$ cat src/hdl/cdnsr_pkg.sv
// Shared types, constants and the answer-record byte table for the
// captive DNS responder. No dependencies.
`default_nettype none
package cdnsr_pkg;

  localparam int unsigned BUFFER_BYTES_DEF = 320;
  localparam int unsigned ANSWER_LEN       = 16;
  localparam int unsigned HEADER_LEN       = 12;
  localparam logic [7:0]  MAX_LABEL        = 8'd63;
  localparam logic [2:0]  TAIL_LEN         = 3'd4;

  localparam logic [31:0] IPV4_RESET = 32'hC0A8_0401;
  localparam logic [31:0] TTL_RESET  = 32'd30;

  // Configuration register indexes.
  localparam logic [0:0] REG_IPV4 = 1'd0;
  localparam logic [0:0] REG_TTL  = 1'd1;

  typedef enum logic [1:0] {
    PH_HEADER = 2'd0,
    PH_NAME   = 2'd1,
    PH_TAIL   = 2'd2,
    PH_DONE   = 2'd3
  } phase_t;

  typedef struct packed {
    logic [7:0] data_byte;
    logic       last_byte;
  } in_t;

  typedef struct packed {
    logic [7:0] out_byte;
    logic       out_last;
    logic       keep;
  } out_t;

  // Result of parsing one accepted query byte.
  typedef struct packed {
    logic       echo;
    logic [7:0] echo_byte;
    logic       keep;
  } parse_res_t;

  // Byte idx of the appended A record: pointer, type, class, TTL, length, address.
  function automatic logic [7:0] answer_byte(input logic [3:0] idx,
                                             input logic [31:0] ttl,
                                             input logic [31:0] ipv4);
    logic [7:0] b;
    b = 8'h00;
    case (idx)
      4'd0:    b = 8'hC0;
      4'd1:    b = 8'h0C;
      4'd2:    b = 8'h00;
      4'd3:    b = 8'h01;
      4'd4:    b = 8'h00;
      4'd5:    b = 8'h01;
      4'd6:    b = ttl[31:24];
      4'd7:    b = ttl[23:16];
      4'd8:    b = ttl[15:8];
      4'd9:    b = ttl[7:0];
      4'd10:   b = 8'h00;
      4'd11:   b = 8'h04;
      4'd12:   b = ipv4[31:24];
      4'd13:   b = ipv4[23:16];
      4'd14:   b = ipv4[15:8];
      default: b = ipv4[7:0];
    endcase
    return b;
  endfunction

endpackage
`default_nettype wire

$ cat src/hdl/cdnsr_parse.sv
// Query byte parser: header rewrite, question-name walk and verdict.
// Depends on cdnsr_pkg.
`default_nettype none
module cdnsr_parse #(
  parameter int unsigned BUFFER_BYTES = cdnsr_pkg::BUFFER_BYTES_DEF
) (
  input  wire logic                   clk,
  input  wire logic                   rst_n,
  input  wire logic                   accept,
  input  wire cdnsr_pkg::in_t         in_item,
  output cdnsr_pkg::parse_res_t       res
);
  import cdnsr_pkg::*;

  localparam int unsigned PosW = $clog2(BUFFER_BYTES);
  localparam logic [PosW-1:0] Limit = PosW'(BUFFER_BYTES - ANSWER_LEN);

  logic [PosW-1:0] pos_r, pos_nxt;
  phase_t          phase_r, phase_nxt;
  logic [5:0]      label_r, label_nxt;
  logic [15:0]     qcount_r, qcount_nxt;
  logic [2:0]      tail_r, tail_nxt;
  logic            bad_r, bad_nxt;
  logic            in_buf;
  logic [7:0]      b;
  logic [2:0]      tail_dec;

  assign b      = in_item.data_byte;
  assign in_buf = (pos_r < Limit);

  always_comb begin
    pos_nxt    = pos_r;
    phase_nxt  = phase_r;
    label_nxt  = label_r;
    qcount_nxt = qcount_r;
    tail_nxt   = tail_r;
    bad_nxt    = bad_r;
    tail_dec   = (tail_r != 3'd0) ? tail_r - 3'd1 : tail_r;
    res.echo      = in_buf;
    res.echo_byte = b;
    if (pos_r == PosW'(2))      res.echo_byte = 8'h81;
    else if (pos_r == PosW'(3)) res.echo_byte = 8'h80;
    else if (pos_r == PosW'(6)) res.echo_byte = 8'h00;
    else if (pos_r == PosW'(7)) res.echo_byte = 8'h01;

    if (in_buf) begin
      pos_nxt = pos_r + PosW'(1);
      if (pos_r == PosW'(4))      qcount_nxt[15:8] = b;
      else if (pos_r == PosW'(5)) qcount_nxt[7:0]  = b;
      unique case (phase_r)
        PH_HEADER: begin
          if (pos_r == PosW'(HEADER_LEN - 1)) begin
            phase_nxt = PH_NAME;
            label_nxt = 6'd0;
          end
        end
        PH_NAME: begin
          if (!bad_r) begin
            if (label_r != 6'd0) begin
              label_nxt = label_r - 6'd1;
            end else if (b == 8'd0) begin
              phase_nxt = PH_TAIL;
              tail_nxt  = TAIL_LEN;
            end else if (b > MAX_LABEL) begin
              bad_nxt = 1'b1;
            end else begin
              label_nxt = b[5:0];
            end
          end
        end
        PH_TAIL: begin
          tail_nxt = tail_dec;
          if (tail_dec == 3'd0) phase_nxt = PH_DONE;
        end
        default: begin
        end
      endcase
    end
    res.keep = (phase_nxt == PH_DONE) && !bad_nxt && (qcount_nxt == 16'd1);
  end

  always_ff @(posedge clk) begin
    if (!rst_n) begin
      pos_r    <= '0;
      phase_r  <= PH_HEADER;
      label_r  <= 6'd0;
      qcount_r <= 16'd0;
      tail_r   <= 3'd0;
      bad_r    <= 1'b0;
    end else if (accept) begin
      if (in_item.last_byte) begin
        pos_r    <= '0;
        phase_r  <= PH_HEADER;
        label_r  <= 6'd0;
        qcount_r <= 16'd0;
        tail_r   <= 3'd0;
        bad_r    <= 1'b0;
      end else begin
        pos_r    <= pos_nxt;
        phase_r  <= phase_nxt;
        label_r  <= label_nxt;
        qcount_r <= qcount_nxt;
        tail_r   <= tail_nxt;
        bad_r    <= bad_nxt;
      end
    end
  end

endmodule
`default_nettype wire

$ cat src/hdl/captive_dns_responder_top.sv
// Top level of the captive DNS responder: handshakes, answer sequencer and
// configuration registers. Depends on cdnsr_pkg and cdnsr_parse.
//
//   Port group  Dir  Handshake            Beat
//   in_*        in   in_valid / in_stall  one query byte with last mark
//   out_*       out  out_valid / out_stall one reply byte with last and keep
//   cfg_*       in   cfg_valid / cfg_ready register index and 32-bit data
//
// A query byte inside the buffer limit appears on the output register in the
// cycle after it is accepted. The last byte adds sixteen answer beats from
// the answer sequencer, during which input is held off. Reset is synchronous
// and active low; it clears the parser and restores the default address and
// TTL. Outside the answer, input is taken whenever the output register is
// empty or drains in the same cycle, so output stall reaches in_stall.
`default_nettype none
module captive_dns_responder_top #(
  parameter int unsigned BUFFER_BYTES = cdnsr_pkg::BUFFER_BYTES_DEF
) (
  input  wire logic             clk,
  input  wire logic             rst_n,
  input  wire logic             in_valid,
  output      logic             in_stall,
  input  wire cdnsr_pkg::in_t   in_data,
  output      logic             out_valid,
  input  wire logic             out_stall,
  output      cdnsr_pkg::out_t  out_data,
  input  wire logic             cfg_valid,
  output      logic             cfg_ready,
  input  wire logic [0:0]       cfg_index,
  input  wire logic [31:0]      cfg_wdata
);
  import cdnsr_pkg::*;

  parse_res_t  pres;
  logic        in_accept;
  logic        out_free;
  logic        out_valid_r;
  out_t        out_data_r;
  logic        ans_active_r;
  logic [3:0]  ans_idx_r;
  logic        keep_r;
  logic [31:0] ipv4_r;
  logic [31:0] ttl_r;

  // The output register is free when empty or being taken this cycle.
  assign out_free  = !out_valid_r || !out_stall;
  assign in_stall  = ans_active_r || !out_free;
  assign in_accept = in_valid && !in_stall;
  assign out_valid = out_valid_r;
  assign out_data  = out_data_r;
  // User must rewrite registers between datagrams; answers alone hold them off.
  assign cfg_ready = !ans_active_r;

  cdnsr_parse #(
    .BUFFER_BYTES(BUFFER_BYTES)
  ) u_parse (
    .clk    (clk),
    .rst_n  (rst_n),
    .accept (in_accept),
    .in_item(in_data),
    .res    (pres)
  );

  // Output register and answer sequencer. An echo beat and an answer beat
  // never compete, since input is stalled while the answer runs.
  always_ff @(posedge clk) begin
    if (!rst_n) begin
      out_valid_r  <= 1'b0;
      ans_active_r <= 1'b0;
      ans_idx_r    <= 4'd0;
      keep_r       <= 1'b0;
    end else begin
      if (in_accept && pres.echo) begin
        out_valid_r         <= 1'b1;
        out_data_r.out_byte <= pres.echo_byte;
        out_data_r.out_last <= 1'b0;
        out_data_r.keep     <= 1'b0;
      end else if (ans_active_r && out_free) begin
        out_valid_r         <= 1'b1;
        out_data_r.out_byte <= answer_byte(ans_idx_r, ttl_r, ipv4_r);
        out_data_r.out_last <= (ans_idx_r == 4'(ANSWER_LEN - 1));
        out_data_r.keep     <= (ans_idx_r == 4'(ANSWER_LEN - 1)) && keep_r;
        ans_idx_r           <= ans_idx_r + 4'd1;
        if (ans_idx_r == 4'(ANSWER_LEN - 1)) ans_active_r <= 1'b0;
      end else if (!out_stall) begin
        out_valid_r <= 1'b0;
      end
      if (in_accept && in_data.last_byte) begin
        ans_active_r <= 1'b1;
        ans_idx_r    <= 4'd0;
        keep_r       <= pres.keep;
      end
    end
  end

  // Configuration registers.
  always_ff @(posedge clk) begin
    if (!rst_n) begin
      ipv4_r <= IPV4_RESET;
      ttl_r  <= TTL_RESET;
    end else if (cfg_valid && cfg_ready) begin
      unique case (cfg_index)
        REG_IPV4: ipv4_r <= cfg_wdata;
        REG_TTL:  ttl_r  <= cfg_wdata;
        default: begin
        end
      endcase
    end
  end

  // While the answer runs, no query byte may enter.
  a_stall_in_answer: assert property (@(posedge clk) disable iff (!rst_n)
    ans_active_r |-> in_stall)
    else $error("query byte accepted during answer");

  // The final beat is loaded together with the end of the answer.
  a_last_ends_answer: assert property (@(posedge clk) disable iff (!rst_n)
    (out_valid_r && out_data_r.out_last) |-> !ans_active_r)
    else $error("answer still running after final beat");

  // Keep is only ever raised on the final beat.
  a_keep_on_last: assert property (@(posedge clk) disable iff (!rst_n)
    (out_valid_r && out_data_r.keep) |-> out_data_r.out_last)
    else $error("keep set on a non-final beat");

  // The answer index rests at zero between answers.
  a_idx_idle: assert property (@(posedge clk) disable iff (!rst_n)
    !ans_active_r |-> (ans_idx_r == 4'd0))
    else $error("answer index not at rest");

endmodule
`default_nettype wire
$ cat config.mk
export PLATFORM = sky130hd
export DESIGN_NAME = captive_dns_responder_top
export DESIGN_NICKNAME = d
export VERILOG_FILES = /design/src/hdl/cdnsr_pkg.sv /design/src/hdl/cdnsr_parse.sv /design/src/hdl/captive_dns_responder_top.sv
export SDC_FILE = /design/constraint.sdc
export NUM_CORES = 1
export LEC_CHECK = 0
export ABC_AREA = 1
export ABC_CLOCK_PERIOD_IN_PS = 2950
export BUFFER_PORTS_ARGS = -buffer_cell sky130_fd_sc_hd__buf_4
export CAP_MARGIN = 20
export CORE_MARGIN = 2
export CORE_UTILIZATION = 57
export CTS_CLUSTER_DIAMETER = 200
export DETAILED_ROUTE_END_ITERATION = 10
export MAX_ROUTING_LAYER = met4
export PLACE_DENSITY = 0.77
export SLEW_MARGIN = 20
export SYNTH_ARGS = -nofsm -noshare
export SYNTH_HDL_FRONTEND = slang
export SYNTH_SLANG_ARGS = --single-unit
$ cat constraint.sdc
create_clock -name clk -period 2.95 [get_ports clk]
set_clock_uncertainty 0.05 [all_clocks]
set_input_delay 0.59 -clock clk [delete_from_list [all_inputs] [get_ports clk]]
set_output_delay 0.59 -clock clk [all_outputs]
set_load 0.01 [all_outputs]
**Word-level counts from Yosys, hierarchy flattened**

Cells that the tools add are included.

- Flip-flop bits (word level): 118
- Memories kept: 0
- Memory bits (read-only): 0
- RAM bits: 0
- Bits in latches: 0
- Word-level logic and storage cells: 148

- Shifts and indexed selects: 0
- Mux-type cells: 51
- Order comparisons: 2
- Divide/modulo/power cells: 0
- Bitwise gates (word level): 3
- Reduce and logical (&&, ||, !) cells: 39
- Eq/ne operators: 34
- $add $sub $neg: 4
- $mul: 0

Operator list:

| operator | number |
|---|---|
| case mux 8 bit (12 select lines) | 1 |
| two-way mux 8 bit | 7 |
| two-way mux 6 bit | 7 |
| == test 9 x 3 -> 1 bit (second input constant) | 4 |
| == test 4 bit (second input constant) | 8 |
| two-way mux 16 bit | 2 |
| two-way mux 10 bit | 2 |
| == test 9 x 2 -> 1 bit (second input constant) | 2 |
| two-way mux 3 bit | 6 |
| two-way mux 9 bit | 2 |
| == test 16 x 1 -> 1 bit (second input constant) | 1 |
| == test 4 x 3 -> 1 bit (second input constant) | 4 |
| two-way mux 1 bit | 14 |
| two-way mux 2 bit | 7 |
| case mux 6 bit (2 select lines) | 1 |
| AND reduction 2 bit | 5 |
| adder 9 x 1 -> 9 bit (second input constant) | 1 |
| == test 9 x 4 -> 1 bit (second input constant) | 1 |
| less-than comparator 9 bit (second input constant) | 1 |
| nonzero test 3 bit | 3 |
| == test 4 x 2 -> 1 bit (second input constant) | 2 |
| > comparator 8 x 6 -> 1 bit (second input constant) | 1 |
| logical AND 1 bit | 8 |
| zero test 8 bit | 1 |
| 26 further kinds | 42 |

**Longest topological paths before layout**

- Depth after elaboration: 10
- Depth in mapped cells: 14

**Hierarchy**

A second synthesis with hierarchy kept.

- Cells, all modules: 943
- Area, all modules: 6,359.8 sq um

Modules (own cells, without submodules):

| module | area each (sq um) | instances | cells each | sequential area each (sq um) |
|---|---|---|---|---|
| captive_dns_responder_top | 3,876.2 | 1 | 540 | 1,721.7 |
| cdnsr_parse | 2,483.6 | 1 | 403 | 740.7 |

**Worst setup path after synthesis**

No wires, ideal clock.

- Kind: input port to flip-flop
- From: input rst_n
- To: register out_data_r, in the netlist out_data[0], enable pin
- Data arrival time: 1,800 ps
- Library setup time: 380 ps
- Stages on the path: 4
- Setup slack: 720 ps
- Path through: clkbuf_1 -> clkinv_1 -> clkbuf_1 -> a21oi_1

- Cells in the longest elaborated chain, start to end: 1

RTL lines:

| element | RTL line | text |
|---|---|---|
| start: declaration | captive_dns_responder_top.sv:20 | `input wire logic rst_n,` |
| AND reduction 2 bit (no line) | - |  |
| end: declaration | captive_dns_responder_top.sv:38 | `out_t out_data_r;` |

Every way passes these cells.
A chain may end at the register's enable or synchronous reset.

**Worst setup path in the final report**

- From: register ans_idx_r[0]
- To: register out_data_r, in the netlist out_data[5] (data pin)

- Cells in the longest elaborated chain, start to end: 5

RTL lines:

| element | RTL line | text |
|---|---|---|
| start: declaration | captive_dns_responder_top.sv:40 | `logic [3:0] ans_idx_r;` |
| start signal: assignment | captive_dns_responder_top.sv:83 | `ans_idx_r <= ans_idx_r + 4'd1;` |
| == test 4 bit (tied with other cells) | cdnsr_pkg.sv:50 | `case (idx)` |
| OR reduction 3 bit (no line) or OR reduction 2 bit (tied branches) | - |  |
| case mux 8 bit (12 select lines) * | cdnsr_pkg.sv:50 |  |
| two-way mux 10 bit * | captive_dns_responder_top.sv:78 | `end else if (ans_active_r && out_free) begin` |
| two-way mux 10 bit * | captive_dns_responder_top.sv:73 | `if (in_accept && pres.echo) begin` |

Every way passes the cells marked *; elsewhere a longest branch is shown, timed or not. The select of a mux whose other input is x is not followed.

==> impl_metrics.prom <==
# TYPE chip_impl_metric gauge
chip_impl_info{name="status",value="finished, final reports clean"} 1
chip_impl_metric{name="maxSlewHeadroom",unit=""} 0.5455
chip_impl_metric{name="number_of_cells_on_the_worst_reg_to_reg_path",unit=""} 10
chip_impl_metric{name="grt_antenna_before_repair",unit=""} 0
chip_impl_metric{name="floorplan.die.height",unit="µm"} 106.4
chip_impl_metric{name="remaining_drc_errors",unit=""} 0
chip_impl_metric{name="cts.repair.resized",unit=""} 0
chip_impl_metric{name="first_pass_grt_wire_length",unit="mm"} 26.52
chip_impl_metric{name="synth.ff_latch_count",unit=""} 118
chip_impl_metric{name="hold_depth",unit=""} 3
chip_impl_metric{name="initial_utilization",unit=""} 0.5837
chip_impl_metric{name="top_level_ports",unit=""} 60
chip_impl_metric{name="worstMarginPinSlew",unit="ns"} 0.6810
chip_impl_metric{name="place.gp.congestion",unit=""} 0.9400
chip_impl_info{name="timing.setup.critical_path_class",value="flip-flop to flip-flop"} 1
chip_impl_metric{name="globalRouteTotalUtil",unit=""} 0.3061
chip_impl_metric{name="finalHoldWorstSlack",unit="ns"} 0.2318
chip_impl_info{name="endpoint_of_the_worst_register_to_register_path",value="out_data[5]"} 1
chip_impl_info{name="setup_repair_after_global_routing_missed_its_margin",value="false"} 1
chip_impl_metric{name="cts_max_level",unit=""} 4
chip_impl_metric{name="count_of_cell_types_in_the_netlist",unit=""} 44
chip_impl_info{name="r2r_start",value="ans_idx_r[0]"} 1
chip_impl_metric{name="syn_area_per_cell",unit="µm²"} 6.920
chip_impl_metric{name="grt_start_max_net_pins",unit=""} 61
chip_impl_metric{name="cp_data_arrival_time",unit="ns"} 2.52
chip_impl_info{name="clk_root_buffer_cell",value="clkbuf_8"} 1
chip_impl_metric{name="total_count_of_hold_check_failures_in_the_final_report",unit=""} 0
chip_impl_metric{name="min_period",unit="ns"} 2.214
chip_impl_metric{name="nets",unit=""} 978
chip_impl_metric{name="final_critical_path_setup_slack",unit="ns"} 0.7359
chip_impl_metric{name="avgRoutedWirePerCell",unit="µm"} 15.14
chip_impl_info{name="worstSetupEndpointType",value="flip-flop"} 1
chip_impl_metric{name="timing.setup.tns",unit="ns"} 0
chip_impl_metric{name="clkSinkCount",unit=""} 118
chip_impl_metric{name="vias_per_cell",unit=""} 5.636
chip_impl_metric{name="yosysSeqAreaShare",unit=""} 0.4123
chip_impl_metric{name="detail_route.wirelength",unit="mm"} 16.16
chip_impl_info{name="min_delay_worst_endpoint",value="ipv4_r[23]"} 1
chip_impl_info{name="tritoncts",value="built"} 1
chip_impl_metric{name="floorplan.die_area",unit="mm²"} 0.01131
chip_impl_metric{name="post-dp-hpwl",unit="mm"} 11.20
chip_impl_metric{name="power.ir.vdd_worst",unit="V"} 0.0002949
chip_impl_metric{name="cts_made_buffers",unit=""} 17
chip_impl_info{name="hold_class",value="primary input to flip-flop"} 1
chip_impl_metric{name="area_growth",unit="%"} 18.71
chip_impl_metric{name="grt_pass1_vias",unit=""} 5570
chip_impl_metric{name="p_leak",unit="nW"} 3.112
chip_impl_metric{name="synth.cell_area",unit="mm²"} 0.005972
chip_impl_metric{name="rows",unit=""} 37
chip_impl_metric{name="number_of_antenna_cells_inserted",unit=""} 0
chip_impl_metric{name="grt.overflow.total",unit=""} 0
chip_impl_metric{name="core_area",unit="mm²"} 0.01023
chip_impl_metric{name="synth_warnings",unit=""} 0
chip_impl_metric{name="clockBufferDepth",unit=""} 2
chip_impl_metric{name="drt_iter0_drc",unit=""} 496
chip_impl_metric{name="clkTransAtPathRegs",unit="ns"} 0.06
chip_impl_metric{name="critPathMaxFanout",unit=""} 6
chip_impl_info{name="hold_path_startpoint",value="cfg_wdata[23]"} 1
chip_impl_metric{name="holdBufCountCts",unit=""} 0
chip_impl_metric{name="syn-instance-count",unit=""} 863
chip_impl_metric{name="final.period_utilization",unit=""} 0.7505
chip_impl_metric{name="finalCoreUtilization",unit=""} 0.6929
chip_impl_metric{name="final.fill_count",unit=""} 841
chip_impl_metric{name="cts_setup_buffers",unit=""} 0
chip_impl_metric{name="insertion_delay",unit="ns"} 0.53
chip_impl_metric{name="drt_pre_antenna_iters",unit=""} 6
chip_impl_metric{name="synthesis.nets",unit=""} 923
chip_impl_metric{name="reg2reg_setup_slack",unit="ns"} 0.74
chip_impl_metric{name="max_clock_freq",unit="GHz"} 0.4517
chip_impl_metric{name="critical_path_required",unit="ns"} 3.26
chip_impl_metric{name="maxCapViolCount",unit=""} 0
chip_impl_metric{name="proportion_of_layout_cells_with_a_drive_suffix_above_1",unit=""} 0.1364
chip_impl_info{name="worstSetupStartpointType",value="flip-flop"} 1
chip_impl_metric{name="dr_total_vias",unit=""} 6014
chip_impl_metric{name="number_of_nets_still_failing_antenna_checks_after_routing",unit=""} 0
chip_impl_metric{name="die_x",unit="µm"} 106.4
chip_impl_metric{name="post_place_setup_slack",unit="ns"} 0.6659
chip_impl_metric{name="slew_viol_final",unit=""} 0
chip_impl_metric{name="port_buffers",unit=""} 59
chip_impl_metric{name="power_density",unit="mW/mm²"} 593.6
chip_impl_metric{name="setup_viol_count_final",unit=""} 0
cell usage in the layout, fill, tap and decap left out, drive strengths merged, types with 2 or more instances in the layout:
master  instances
nand3          71
or2             2
o21bai          2
o21ai          66
xor2            3
o221ai          2
a31oi           4
nor3            9
ha             13
a21oi          75
o211ai          4
a211oi          3
dfxtp         108
a22oi           2
nand2         222
nor2          108
edfxtp         10
a21boi          2
inv           106
clkbuf         22
o22ai           7
nand4           9
buf            66
clkinv          9
sequential cells by signal (all words and copies together), names as in the netlist, 2 cells and up:
register / count
u_parse.tail_r: 3
ttl_r: 32
u_parse.phase_r: 2
u_parse.pos_r: 9
ipv4_r: 32
ans_idx_r: 4
u_parse.qcount_r: 16
u_parse.label_r: 6
out_data: 10
power breakdown:
part / internal (W) / switching (W) / total [W] / leakage [nW]
sequential: 0.00170 / 0.0000419 / 0.00175 / 0.978
combinational: 0.000165 / 0.000302 / 0.000467 / 1.84
clock: 0.00124 / 0.000754 / 0.00199 / 0.290
total: 0.00311 / 0.00110 / 0.00421 / 3.11
layer usage:
layer / track usage / share of wire / wire, µm
met5: - / 0 / 0
met4: 0.09962 / 0.023 / 366
met3: 0.08155 / 0.090 / 1449
met2: 0.4615 / 0.46 / 7364
met1: 0.4019 / 0.43 / 6974
final cells by class:
class / count / area, µm² / share of cell area
tap: 136 / 170.2 / 0.02400
inverter: 106 / 397.9 / 0.05612
timing repair buffer: 66 / 495.5 / 0.06989
clock buffer: 22 / 485.5 / 0.06848
clock inverter: 10 / 92.59 / 0.01306
sequential: 118 / 2462 / 0.3473
multi-input combinational: 609 / 2985 / 0.4211
cell families (layout without fill, tap and decap cells):
family                     count (synthesis)  in the layout  share of synthesized area
AOI/OAI and AO/OA                        169            169                     0.1580
buffers and inverters                    136            204                    0.08779
and+or+nand+nor                          423            423                     0.3088
DFF                                      118            118                     0.4123
xor gates and xnor gates                   4              4                   0.005867
adders and majority gates                 13             13                    0.02724
worst max-delay path by stage:
stage / startpoint / to / slack (ns)
after floorplan: rst_n / out_data[0] / 0.72
after global placement: out_stall / u_parse.qcount_r[11] / 0.75
after detailed placement: out_stall / u_parse.qcount_r[14] / 0.67
after CTS: ans_idx_r[0] / out_data[5] / 0.82
after global routing: ans_idx_r[1] / out_data[8] / 0.65
final: ans_idx_r[0] / out_data[5] / 0.74
worst max-delay path: stages (launching register included):
cell and delay, ns:
dfxtp_1 0.34, inv_1 0.13, ha_1 0.22, inv_1 0.08
nor2_1 0.51, inv_1 0.15, o21ai_0 0.24, nor3_1 0.11
nand2_1 0.08, nand2_1 0.05, o21ai_0 0.08
cell usage after synthesis, drive strengths merged:
cell type	count	share of area
a311oi	1	0.0025
nor3b	1	0.0013
nand3	71	0.061
clkbuf	24	0.015
nand4	9	0.013
buf	6	0.0061
a31oi	4	0.0067
o2111ai	1	0.0015
a22oi	2	0.0025
clkinv	2	0.0013
dfxtp	108	0.36
a21boi	2	0.0025
inv	104	0.065
nor2	108	0.077
or2	2	0.0021
nor3	9	0.0084
xnor2	1	0.0015
nor4	1	0.0010
a21oi	75	0.065
edfxtp	10	0.050
o211ai	4	0.0050
ha	13	0.027
xor2	3	0.0044
o21bai	2	0.0025
o21ai	66	0.056
a211oi	3	0.0038
nand2	222	0.14
o22ai	7	0.0073
o221ai	2	0.0029
per-stage QoR:
step | cells | instance area, µm² | power [W]
after floorplan | 863 | 5972 | 0.002061
after global placement | 1035 | 6511 | 0.002220
after detailed placement | 1035 | 6511 | 0.002236
after CTS | 1067 | 7089 | 0.004211
after global routing | 1067 | 7089 | 0.004356
final | 1067 | 7089 | 0.004208
Note: power is estimated with default switching activity, not from simulation.
